===== src/dot_bracket_pair_matcher_core_defines.svh =====
// Assertion macros used by the top level of the bracket matcher RTL.
`ifndef DOT_BRACKET_PAIR_MATCHER_CORE_DEFINES_SVH
`define DOT_BRACKET_PAIR_MATCHER_CORE_DEFINES_SVH

`ifndef NO_ASSERTIONS
// Property checked on every clock edge outside reset.
`define DBPM_ASSERT_ALWAYS(label, clock, rstn, expr, msg) \
	label: assert property (@(posedge clock) disable iff (!rstn) (expr)) else $error(msg);
// Implication checked on every clock edge outside reset.
`define DBPM_ASSERT_IMPLY(label, clock, rstn, cond, expr, msg) \
	label: assert property (@(posedge clock) disable iff (!rstn) (cond) |-> (expr)) \
		else $error(msg);
`else
`define DBPM_ASSERT_ALWAYS(label, clock, rstn, expr, msg)
`define DBPM_ASSERT_IMPLY(label, clock, rstn, cond, expr, msg)
`endif

`endif


===== src/dbpm_pkg.sv =====
// Package with constants and types of the dot-bracket pair matcher.
`timescale 1ns / 1ps
package dbpm_pkg;

	localparam int SYMBOL_W        = 8;
	localparam int POS_OUT_W       = 12;
	localparam int MAX_LENGTH_DEF  = 4096;
	localparam int STACK_DEPTH_DEF = 2048;

	localparam logic [SYMBOL_W-1:0] SYM_OPEN  = 8'h28;
	localparam logic [SYMBOL_W-1:0] SYM_CLOSE = 8'h29;

	typedef enum logic [1:0] {
		ST_BALANCED        = 2'd0,
		ST_TOO_MANY_OPENS  = 2'd1,
		ST_TOO_MANY_CLOSES = 2'd2,
		ST_CAPACITY        = 2'd3
	} status_t;

	// Result of one character, minus the open position that comes from the stack memory.
	typedef struct packed {
		logic                 pair_valid;
		logic [POS_OUT_W-1:0] close_position;
		logic                 string_done;
		status_t              status;
	} result_t;

endpackage


===== src/dbpm_out.sv =====
// Output register that joins the result stage with the stack read data.
`timescale 1ns / 1ps
module dbpm_out
	import dbpm_pkg::*;
(
	input  logic                 clk,
	input  logic                 arst_n,
	input  logic                 valid_s1,
	input  result_t              res_s1,
	input  logic [POS_OUT_W-1:0] rd_data,
	output logic                 s1_take,
	output logic                 m_valid,
	input  logic                 m_ready,
	output result_t              res_out,
	output logic [POS_OUT_W-1:0] open_position
);

	logic out_valid_q;

	assign s1_take = valid_s1 && (!out_valid_q || m_ready);
	assign m_valid = out_valid_q;

	always_ff @(posedge clk or negedge arst_n) begin
		if (!arst_n) begin
			out_valid_q <= 1'b0;
		end else if (s1_take) begin
			out_valid_q <= 1'b1;
		end else if (m_ready) begin
			out_valid_q <= 1'b0;
		end
	end

	always_ff @(posedge clk) begin
		if (s1_take) begin
			res_out       <= res_s1;
			open_position <= res_s1.pair_valid ? rd_data : '0;
		end
	end

endmodule


===== config.mk =====
export PLATFORM = sky130hd
export DESIGN_NAME = dbpm_out
export DESIGN_NICKNAME = d
export VERILOG_FILES = /design/src/dot_bracket_pair_matcher_core_defines.svh /design/src/dbpm_pkg.sv /design/src/dbpm_out.sv
export SDC_FILE = /design/constraint.sdc
export NUM_CORES = 1
export LEC_CHECK = 0
export BUFFER_PORTS_ARGS = -buffer_cell sky130_fd_sc_hd__buf_4
export CAP_MARGIN = 20
export CELL_PAD_IN_SITES_DETAIL_PLACEMENT = 1
export CELL_PAD_IN_SITES_GLOBAL_PLACEMENT = 1
export CORE_ASPECT_RATIO = 1.5
export CORE_MARGIN = 2
export CORE_UTILIZATION = 29
export CTS_CLUSTER_DIAMETER = 60
export DETAILED_ROUTE_END_ITERATION = 7
export PLACE_DENSITY = 0.7
export SYNTH_ARGS = -nofsm -noshare
export SYNTH_HDL_FRONTEND = slang
export SYNTH_SLANG_ARGS = --single-unit
export TNS_END_PERCENT = 10

===== constraint.sdc =====
create_clock -name clk -period 1.5 [get_ports clk]
set_input_delay 0.3 -clock clk [delete_from_list [all_inputs] [get_ports clk]]
set_output_delay 0.3 -clock clk [all_outputs]
set_load 0.1 [all_outputs]

==> impl_metrics.ini <==
[outcome]
outcome = finished clean

[power_and_ir_drop]
pwr-share-clk_pct = 28.3
p_switching_mw = 0.662
ir_drop_mv = 0.883
finalPower_mw = 2.07
p_leak_nw = 0.701
power_frac_comb_pct = 25.5
p_per_area_nw_per_um2 = 1270
p_sw_share_pct = 31.9
p_int_mw = 1.41
sequentialPowerShare_pct = 46.2

[setup_path]
arrival_ns = 1.16
critical_path_buf_inv_count = 1
worst-endpoint-required_ns = 1.20
ff2ff_path_depth = 4
cp-end-kind = output port
r2r-end = res_out[2]$_DFFE_PP_
crit_family = flip-flops
cp_cell_sequence = nand2b_4 > and2_4 > buf_12
r2r_start = m_valid$_DFFE_PN0P_
slowest_stage = dfrtp_4
cp_max_fo = 2
rrSetupSlack_ns = 0.15
critical_path_class = reg -> out
cp-start-kind = register
worst_path_largest_cell_delay_ns = 0.48

[route]
drt_iter0_drc = 9
drc = 0
wire_per_inst_um = 14.3
vias = 669
wl_um = 2270
antenna_left = 0
viasPerCell = 4.21
drtPass1Iterations = 2

[global_route]
grt_pass1_wl_um = 3420
grt_max_degree = 16
grt_pass1_vias = 737
antenna_found_initial = 0
gr-total-overflow = 0
track_usage_pct = 13.2

[cells_and_area]
antenna_cells = 0
area_delta_synth_final_pct = 66.2
final_common_cell = buf_4
drive_gt1_share_pct = 69.7
final_util_pct = 51.2
mostFrequentLayoutCells = buf_4, edfxtp_1, and2_2
stdcell_count = 159
nets = 150

[logic_synthesis]
synth_top_area_cell = edfxtp_1
yosysSeqAreaShare_pct = 88.2
ys_warn_count = 0
yosys.area.top_type_share_pct = 85.6
syn_inst = 45
synth.distinct_cells = 6
synth_fp_nets = 77
synth_seq_cells = 29
synthTopCellsByArea = edfxtp_1, and2_2, and2_1
synth.avg_cell_area_sq_um = 21.8
synth_area_sq_um = 982

[sta]
period_share_pct = 97.5
fin_skew_ns = 0.00217
setup_viol = 0
final_hold_viol_count = 0
drv_slew = 0
fin_crit_ns = 1.46
rsz0062_at_grt = true
maxSlewHeadroom_pct = 81.0
fmax_mhz = 683
tightest_slew_ns = 0.288
tns_ns = 0
whs_ns = 0.200

[hold_path]
min_path_type = in -> reg
min_to = res_out[7]$_DFFE_PP_
whs_path_depth = 1
min-delay-start = res_s1[7]

[run]
maxCapViolCount = 0

[clocking]
cts_tree = done
clock_sinks = 29
clk_pin_slew_ns = 0.06
htree_levels = 2
root_buffer = clkbuf_8
cts_max_path_buffers = 2
cts_buffers = 5
clk-insertion-delay-late_ns = 0.27

[floorplan]
rows = 25
top_level_ports = 62
core-area_sq_um = 3190
initial_utilization_pct = 30.8
die_h_um = 75.3
die_x_um = 51.5
dieArea_sq_um = 3880

[place]
place_inst = 147
gp_congestion = 0.628
port_buffers = 61
==> timing repair <==
item	CTS	global route
buffers inserted	1	2
endpoints found under the hold margin	1	0
setup endpoints to repair	1	1
pin swaps	1	1
hold buffers	1	0
resized for setup	4	0
==> state kept, by name, summed over array words and instances, names as in the netlist <==
| name | count |
|---|---|
| open_position | 12 |
| res_out | 16 |
| m_valid | 1 |
==> per-stage QoR <==
| step | worst slack, ns | instance area (sq um) |
|---|---|---|
| CTS | 0.0157 | 1620 |
| global route | -0.00503 | 1630 |
| detailed placement | 0.197 | 1500 |
| finish | 0.0368 | 1630 |
| global placement | 0.227 | 1500 |
| floorplan | -0.124 | 988 |
==> cell families after synthesis <==
kind of cell	count (synthesis)	synth area share, %
buffers and inverters	1	1.15
and+or+nand+nor	15	10.7
DFF	29	88.2
==> worst max path at each step <==
stage | startpoint | end | slack [ns] | cells past startpoint
4_1_cts | m_valid$_DFFE_PN0P_ | s1_take | 0.02 | 3
2_1_floorplan | m_valid$_DFFE_PN0P_ | open_position[0]$_SDFFCE_PN0P_ | -0.12 | 2
3_5_place_dp | m_valid$_DFFE_PN0P_ | s1_take | 0.20 | 3
3_3_place_gp | m_valid$_DFFE_PN0P_ | s1_take | 0.23 | 3
5_1_grt | m_valid$_DFFE_PN0P_ | s1_take | -0.005 | 3
6_report | m_valid$_DFFE_PN0P_ | s1_take | 0.04 | 3
==> worst reg2reg max path, delay by kind of cell, from the launching register on <==
kind	cells	cell delay, ns
flip-flops	1	0.48
AND/OR/NAND/NOR	2	0.24
buffers and inverters	2	0.33
==> layout make-up <==
type / instances / area, sq um
Sequential cell: 29 / 870
Timing Repair Buffer: 67 / 518
Clock buffer: 8 / 80.1
Multi-Input combinational cell: 15 / 115
Fill cell: 345 / 1560
Tap cell: 40 / 50.0
==> power groups by stage <==
| stage | logic [mW] | clock network (mW) | registers [mW] |
|---|---|---|---|
| 2_1_floorplan | 0.0504 | 0 | 1.29 |
| 3_3_place_gp | 0.506 | 0 | 0.973 |
| 3_5_place_dp | 0.513 | 0 | 0.975 |
| 4_1_cts | 0.527 | 0.606 | 0.959 |
| 5_1_grt | 0.545 | 0.652 | 0.963 |
| 6_report | 0.530 | 0.587 | 0.958 |
==> Yosys cell counts (all sizes together) <==
| library cell | instances |
|---|---|
| and2 | 13 |
| buf | 1 |
| dfrtp | 1 |
| edfxtp | 28 |
| nand2b | 2 |
==> routing by layer <==
| metal | global-route usage, % | vias up | share of wire, % |
|---|---|---|---|
| met5 | 0 | - | 0 |
| met4 | 7.89 | 0 | 1.4 |
| met3 | 10.9 | 4 | 15 |
| met2 | 21.8 | 41 | 58 |
| met1 | 10.5 | 316 | 26 |
| li1 | - | 308 | - |
Power figures use the tool's default switching activity.
