--- config.mk ---
export PLATFORM = sky130hd
export DESIGN_NAME = dbpm_ctrl
export DESIGN_NICKNAME = d
export VERILOG_FILES = /design/src/dot_bracket_pair_matcher_core_defines.svh /design/src/dbpm_pkg.sv /design/src/dbpm_ctrl.sv
export SDC_FILE = /design/constraint.sdc
export NUM_CORES = 1
export LEC_CHECK = 0
export BUFFER_PORTS_ARGS = -buffer_cell sky130_fd_sc_hd__clkbuf_2
export CORE_MARGIN = 2
export CORE_UTILIZATION = 40
export DETAILED_ROUTE_END_ITERATION = 10
export SETUP_SLACK_MARGIN = 0.5
export SYNTH_ARGS = -nofsm -noshare
export SYNTH_HDL_FRONTEND = slang
export SYNTH_SLANG_ARGS = --single-unit
--- constraint.sdc ---
create_clock -name clk -period 4.34 [get_ports clk]
set_input_delay 0.217 -clock clk [delete_from_list [all_inputs] [get_ports clk]]
set_output_delay 0.217 -clock clk [all_outputs]
set_load 0.02 [all_outputs]
--- src/dot_bracket_pair_matcher_core_defines.svh ---
// Assertion macros used by the top level of the bracket matcher RTL.
`ifndef DOT_BRACKET_PAIR_MATCHER_CORE_DEFINES_SVH
`define DOT_BRACKET_PAIR_MATCHER_CORE_DEFINES_SVH

`ifndef NO_ASSERTIONS
// Property checked on every clock edge outside reset.
`define DBPM_ASSERT_ALWAYS(label, clock, rstn, expr, msg) \
	label: assert property (@(posedge clock) disable iff (!rstn) (expr)) else $error(msg);
// Implication checked on every clock edge outside reset.
`define DBPM_ASSERT_IMPLY(label, clock, rstn, cond, expr, msg) \
	label: assert property (@(posedge clock) disable iff (!rstn) (cond) |-> (expr)) \
		else $error(msg);
`else
`define DBPM_ASSERT_ALWAYS(label, clock, rstn, expr, msg)
`define DBPM_ASSERT_IMPLY(label, clock, rstn, cond, expr, msg)
`endif

`endif

--- src/dbpm_pkg.sv ---
// Package with constants and types of the dot-bracket pair matcher.
`timescale 1ns / 1ps
package dbpm_pkg;

	localparam int SYMBOL_W        = 8;
	localparam int POS_OUT_W       = 12;
	localparam int MAX_LENGTH_DEF  = 4096;
	localparam int STACK_DEPTH_DEF = 2048;

	localparam logic [SYMBOL_W-1:0] SYM_OPEN  = 8'h28;
	localparam logic [SYMBOL_W-1:0] SYM_CLOSE = 8'h29;

	typedef enum logic [1:0] {
		ST_BALANCED        = 2'd0,
		ST_TOO_MANY_OPENS  = 2'd1,
		ST_TOO_MANY_CLOSES = 2'd2,
		ST_CAPACITY        = 2'd3
	} status_t;

	// Result of one character, minus the open position that comes from the stack memory.
	typedef struct packed {
		logic                 pair_valid;
		logic [POS_OUT_W-1:0] close_position;
		logic                 string_done;
		status_t              status;
	} result_t;

endpackage

--- src/dbpm_ctrl.sv ---
// Per-character decision logic, string state and the first result stage.
`timescale 1ns / 1ps
module dbpm_ctrl
	import dbpm_pkg::*;
#(
	parameter int MAX_LENGTH  = MAX_LENGTH_DEF,
	parameter int STACK_DEPTH = STACK_DEPTH_DEF,
	parameter int AW          = (STACK_DEPTH > 1) ? $clog2(STACK_DEPTH) : 1
) (
	input  logic                 clk,
	input  logic                 arst_n,
	input  logic                 in_fire,
	input  logic [SYMBOL_W-1:0]  symbol,
	input  logic                 last_symbol,
	input  logic                 s1_take,
	output logic                 wr_en,
	output logic [AW-1:0]        wr_addr,
	output logic [POS_OUT_W-1:0] wr_data,
	output logic                 rd_en,
	output logic [AW-1:0]        rd_addr,
	output logic                 valid_s1,
	output result_t              res_s1
);

	localparam int PW = $clog2(MAX_LENGTH + 1);
	localparam int DW = $clog2(STACK_DEPTH + 1);
	localparam logic [PW-1:0] POS_LIMIT   = PW'(MAX_LENGTH);
	localparam logic [DW-1:0] DEPTH_LIMIT = DW'(STACK_DEPTH);

	logic [PW-1:0] pos_q, pos_d;
	logic [DW-1:0] depth_q, depth_d;
	logic          failed_q, failed_d;
	logic          emit;
	result_t       res;
	logic [DW-1:0] depth_dec;

	assign depth_dec = depth_q - DW'(1);

	always_comb begin
		pos_d    = pos_q;
		depth_d  = depth_q;
		failed_d = failed_q;
		emit     = 1'b0;
		res      = '0;
		wr_en    = 1'b0;
		rd_en    = 1'b0;
		wr_addr  = AW'(depth_q);
		rd_addr  = AW'(depth_dec);
		wr_data  = POS_OUT_W'(pos_q);
		if (in_fire) begin
			if (failed_q) begin
				// The rest of a failed string is swallowed without results.
				if (last_symbol) begin
					pos_d    = '0;
					depth_d  = '0;
					failed_d = 1'b0;
				end
			end else if (pos_q >= POS_LIMIT) begin
				emit            = 1'b1;
				res.string_done = 1'b1;
				res.status      = ST_CAPACITY;
				failed_d        = 1'b1;
			end else begin
				pos_d = pos_q + PW'(1);
				case (symbol)
					SYM_OPEN: begin
						if (depth_q >= DEPTH_LIMIT) begin
							emit            = 1'b1;
							res.string_done = 1'b1;
							res.status      = ST_CAPACITY;
							failed_d        = 1'b1;
						end else begin
							wr_en   = 1'b1;
							depth_d = depth_q + DW'(1);
							if (last_symbol) begin
								emit            = 1'b1;
								res.string_done = 1'b1;
								res.status      = ST_TOO_MANY_OPENS;
							end
						end
					end
					SYM_CLOSE: begin
						emit = 1'b1;
						if (depth_q == '0) begin
							res.string_done = 1'b1;
							res.status      = ST_TOO_MANY_CLOSES;
							failed_d        = 1'b1;
						end else begin
							rd_en              = 1'b1;
							depth_d            = depth_dec;
							res.pair_valid     = 1'b1;
							res.close_position = POS_OUT_W'(pos_q);
							if (last_symbol) begin
								res.string_done = 1'b1;
								res.status      = (depth_dec == '0) ? ST_BALANCED
									: ST_TOO_MANY_OPENS;
							end
						end
					end
					default: begin
						if (last_symbol) begin
							emit            = 1'b1;
							res.string_done = 1'b1;
							res.status      = (depth_q == '0) ? ST_BALANCED
								: ST_TOO_MANY_OPENS;
						end
					end
				endcase
			end
			// The last character of a string always leaves clean state behind.
			if (last_symbol) begin
				pos_d    = '0;
				depth_d  = '0;
				failed_d = 1'b0;
			end
		end
	end

	always_ff @(posedge clk or negedge arst_n) begin
		if (!arst_n) begin
			pos_q    <= '0;
			depth_q  <= '0;
			failed_q <= 1'b0;
			valid_s1 <= 1'b0;
		end else begin
			pos_q    <= pos_d;
			depth_q  <= depth_d;
			failed_q <= failed_d;
			if (in_fire && emit) begin
				valid_s1 <= 1'b1;
			end else if (s1_take) begin
				valid_s1 <= 1'b0;
			end
		end
	end

	always_ff @(posedge clk) begin
		if (in_fire && emit) begin
			res_s1 <= res;
		end
	end

endmodule

==> summary.txt <==
Status
  • Result of the run: finished clean

Logic synthesis
  • Top cells by area in the synthesized netlist: dfrtp_1 (24%), edfxtp_1 (17%), buf_4 (6.4%)
  • Post-synthesis cell type count: 51
  • Post-Syn Nets: 326
  • Post-synthesis register bit count: 43
  • Number of flops mapped to enable cells by yosys: 16
  • Prevailing post-synth register cell: dfrtp_1
  • Number of cells produced by synthesis: 307
  • Share of Yosys cell area claimed by the top area cell type: 24.2%
  • Sequential share of the synthesized area: 41.3%
  • List of most frequent post-synthesis cells: nor2_1 (33), dfrtp_1 (27), buf_4 (24)
  • Post-synthesis cell type with the largest combined area: dfrtp_1
  • Number of synthesis warnings: 0
  • Post-synthesis instance area: 2800 sq um
  • Cell with the most instances after synthesis: nor2_1
  • Fraction of registers with async set/reset: 62.8%
  • Average cell area after synthesis: 9.11 sq um

Timing
  • Number of endpoints with negative hold slack in the final report: 0
  • Post-Route Skew: 0.00897 ns
  • Sum of negative setup slack: 0 ns
  • Clock period minus worst slack: 2.86 ns
  • Fin crit share: 65.8%
  • Slew margin rel.: 51.2%
  • Smallest setup slack after layout: 1.48 ns
  • Final Slew Violations: 0
  • Post-route worst hold slack: 0.174 ns
  • Worst Max-Slew Pin Slew: 0.732 ns
  • Unrepaired setup endpoints after global routing: false
  • Highest clock frequency the design can meet: 0.350 GHz
  • Final setup violation count: 0

Setup path
  • Crit path buf inv count: 1
  • Stage delay of the slowest cell on the critical path: 0.59 ns
  • Data required time at the worst endpoint: 4.37 ns
  • Category of the worst setup path launch point: flip-flop
  • Critical Path Most Common Cell: or4_1
  • Arrival @ worst endpoint: 2.89 ns
  • Slowest CP cell: dfrtp_1
  • Critical Path End Type: flip-flop
  • Startpoint-to-endpoint class of the critical path: flip-flop to flip-flop
  • Critical path cell sequence: inv_1, ha_1, xor2_1, or4_1, or4_1, nor4_1, o21ai_0
  • Top Family by Delay on Critical Path: simple AND/OR/NAND/NOR gates
  • Crit Path Max Fanout: 12

Route
  • Average via count per standard cell: 5.36
  • Number of nets with antenna violations after routing: 0
  • Via Count: 2351
  • Starting DRC count in detailed routing: 141
  • Routed wire per std cell: 14.8 um
  • Detailed-router iteration count before antenna repair: 7
  • Total Routed Length: 6490 um
  • Post-route DRC violation count: 0

Floorplan
  • Die X-Extent: 87.6 um
  • Die Footprint: 7680 sq um
  • Initial Util: 41.2%
  • Die height: 87.6 um
  • Row Count: 30
  • IO Count: 66
  • Core Footprint: 6790 sq um

Placement
  • Number of instances in the placed design: 430
  • HPWL after DPL: 4740 um
  • Final weighted congestion in routability-driven placement: 0.891
  • Setup slack at placement: 1.51 ns
  • PortBufs: 65

Clock network
  • Clock slew seen by the registers of the worst setup and hold paths: 0.08 ns
  • Number of buffers inserted to repair setup after CTS: 0
  • Resize count post-CTS: 0
  • Number of buffers between clock root and the deepest sink: 2
  • Clock sink count: 43
  • Clk_lat worst skew: 0.30 ns
  • Num CTS Buffers: 5
  • Number of buffers inserted by hold repair at cts: 1
  • TritonCTS clock tree: yes
  • Depth of the CTS H-tree: 2
  • Buffer type at the clock tree root: clkbuf_8

Power and ir drop
  • Leakage power summed over all cells: 1.37 nW
  • Maximum vdd drop: 95.2 uV
  • Power Density: 263 nW/um^2

Layout
  • Area taken by multi-input logic gates: 1350 sq um
  • Storage cell area: 1160 sq um
  • Number of nets in the finished design: 361
  • Final antenna diode count: 0
  • Proportion of layout cells with a drive suffix above 1: 25.1%
  • Area grow syn2layout: 11.6%
  • Fill cell instance count of the final layout: 676
  • Post-route non-filler standard cell count: 439

Hold path
  • Class of the tightest hold or removal check: input port to flip-flop

Global routing
  • Antenna violations before repair: 0
  • Wire length of the first global-routing pass: 10500 um
  • GRT Total Usage: 17.4%
  • Total gr overflow: 0
  • Vias in the first global route: 2154
  • Maximum number of pins on one net before global-route repair: 28

Job
  • Number of max-cap violations: 0
## worst paths after layout
kind | startpoint | to | slack (ns) | cells after the start
setup / recovery | depth_q[0]$_DFFE_PN0P_ | res_s1[0]$_SDFFCE_PP0P_ | 1.48 | 7
hold / removal | s1_take | valid_s1$_DFFE_PN0P_ | 0.17 | 3
setup reg to reg | depth_q[0]$_DFFE_PN0P_ | res_s1[0]$_SDFFCE_PP0P_ | 1.48 | 7
hold reg to reg | valid_s1$_DFFE_PN0P_ | valid_s1$_DFFE_PN0P_ | 0.49 | 1
max in group asynchronous | arst_n | pos_q[0]$_DFFE_PN0P_ | 3.36 | 2
min in group asynchronous | arst_n | depth_q[1]$_DFFE_PN0P_ | 0.51 | 2
## state kept, by name (all words and copies together), names as in the netlist
register  cells
res_s1       16
pos_q        13
depth_q      12
failed_q      1
valid_s1      1
## report_power, final
group | internal (mW) | switching (mW)
Combinational | 0.0223 | 0.0486
Sequential | 0.432 | 0.00768
Clock | 0.171 | 0.141
Total | 0.625 | 0.197
## stage by stage
step / power, mW / instance area [sq um] / util, %
2_1_floorplan: 0.495 / 2800 / -
3_3_place_gp: 0.518 / 3000 / 44.1
3_5_place_dp: 0.519 / 3000 / 44.1
4_1_cts: 0.834 / 3120 / 45.9
5_1_grt: 0.856 / 3120 / 45.9
6_report: 0.822 / 3120 / 45.9
## cell usage in the layout (no fill, tap or decap), types with 6 or more instances in the layout
master and count:
and2_1 11, nor3_1 16, clkbuf_2 65, o21ai_0 20, nand4_1 7, inv_1 9
nand3_1 9, xor2_1 7, and3_1 7, edfxtp_1 16, xnor2_1 12, ha_1 6
dfrtp_1 27, nand2_1 19, nor2_1 33, nor4_1 7, a21oi_1 9
## tightest hold or removal path: cells and delay by family
family,cells,cell delay (ns)
buffers and inverters,2,0.12
AO/OA/AOI/OAI,1,0.10
## final cells by class
type / count / share of cell area [%]
flip-flops and latches: 43 / 37.0
clock buffers: 5 / 2.21
multi-input cells: 215 / 43.2
repair buffers: 68 / 11.2
well taps: 96 / 3.85
inverters: 9 / 1.08
clock inverters: 3 / 1.40
## cell families (layout without fill, tap and decap cells)
| logic type | count (synthesis) | in the layout | share of synthesized area (%) |
|---|---|---|---|
| simple gates | 138 | 138 | 27.3 |
| compound gates | 49 | 49 | 11.1 |
| xor+xnor | 19 | 19 | 5.95 |
| mux | 3 | 3 | 1.16 |
| buf+inv | 49 | 85 | 10.5 |
| flops | 43 | 43 | 41.3 |
| fa+ha+maj | 6 | 6 | 2.68 |
## per-layer routing
metal / up-vias / part of all wire [%] / track usage [%]
met3: 9 / 6.9 / 4.05
met1: 1110 / 43 / 22.7
met2: 99 / 48 / 28.3
li1: 1133 / - / -
met5: - / 0 / 0
met4: 0 / 1.6 / 6.29
Power figures use the tool's default switching activity.
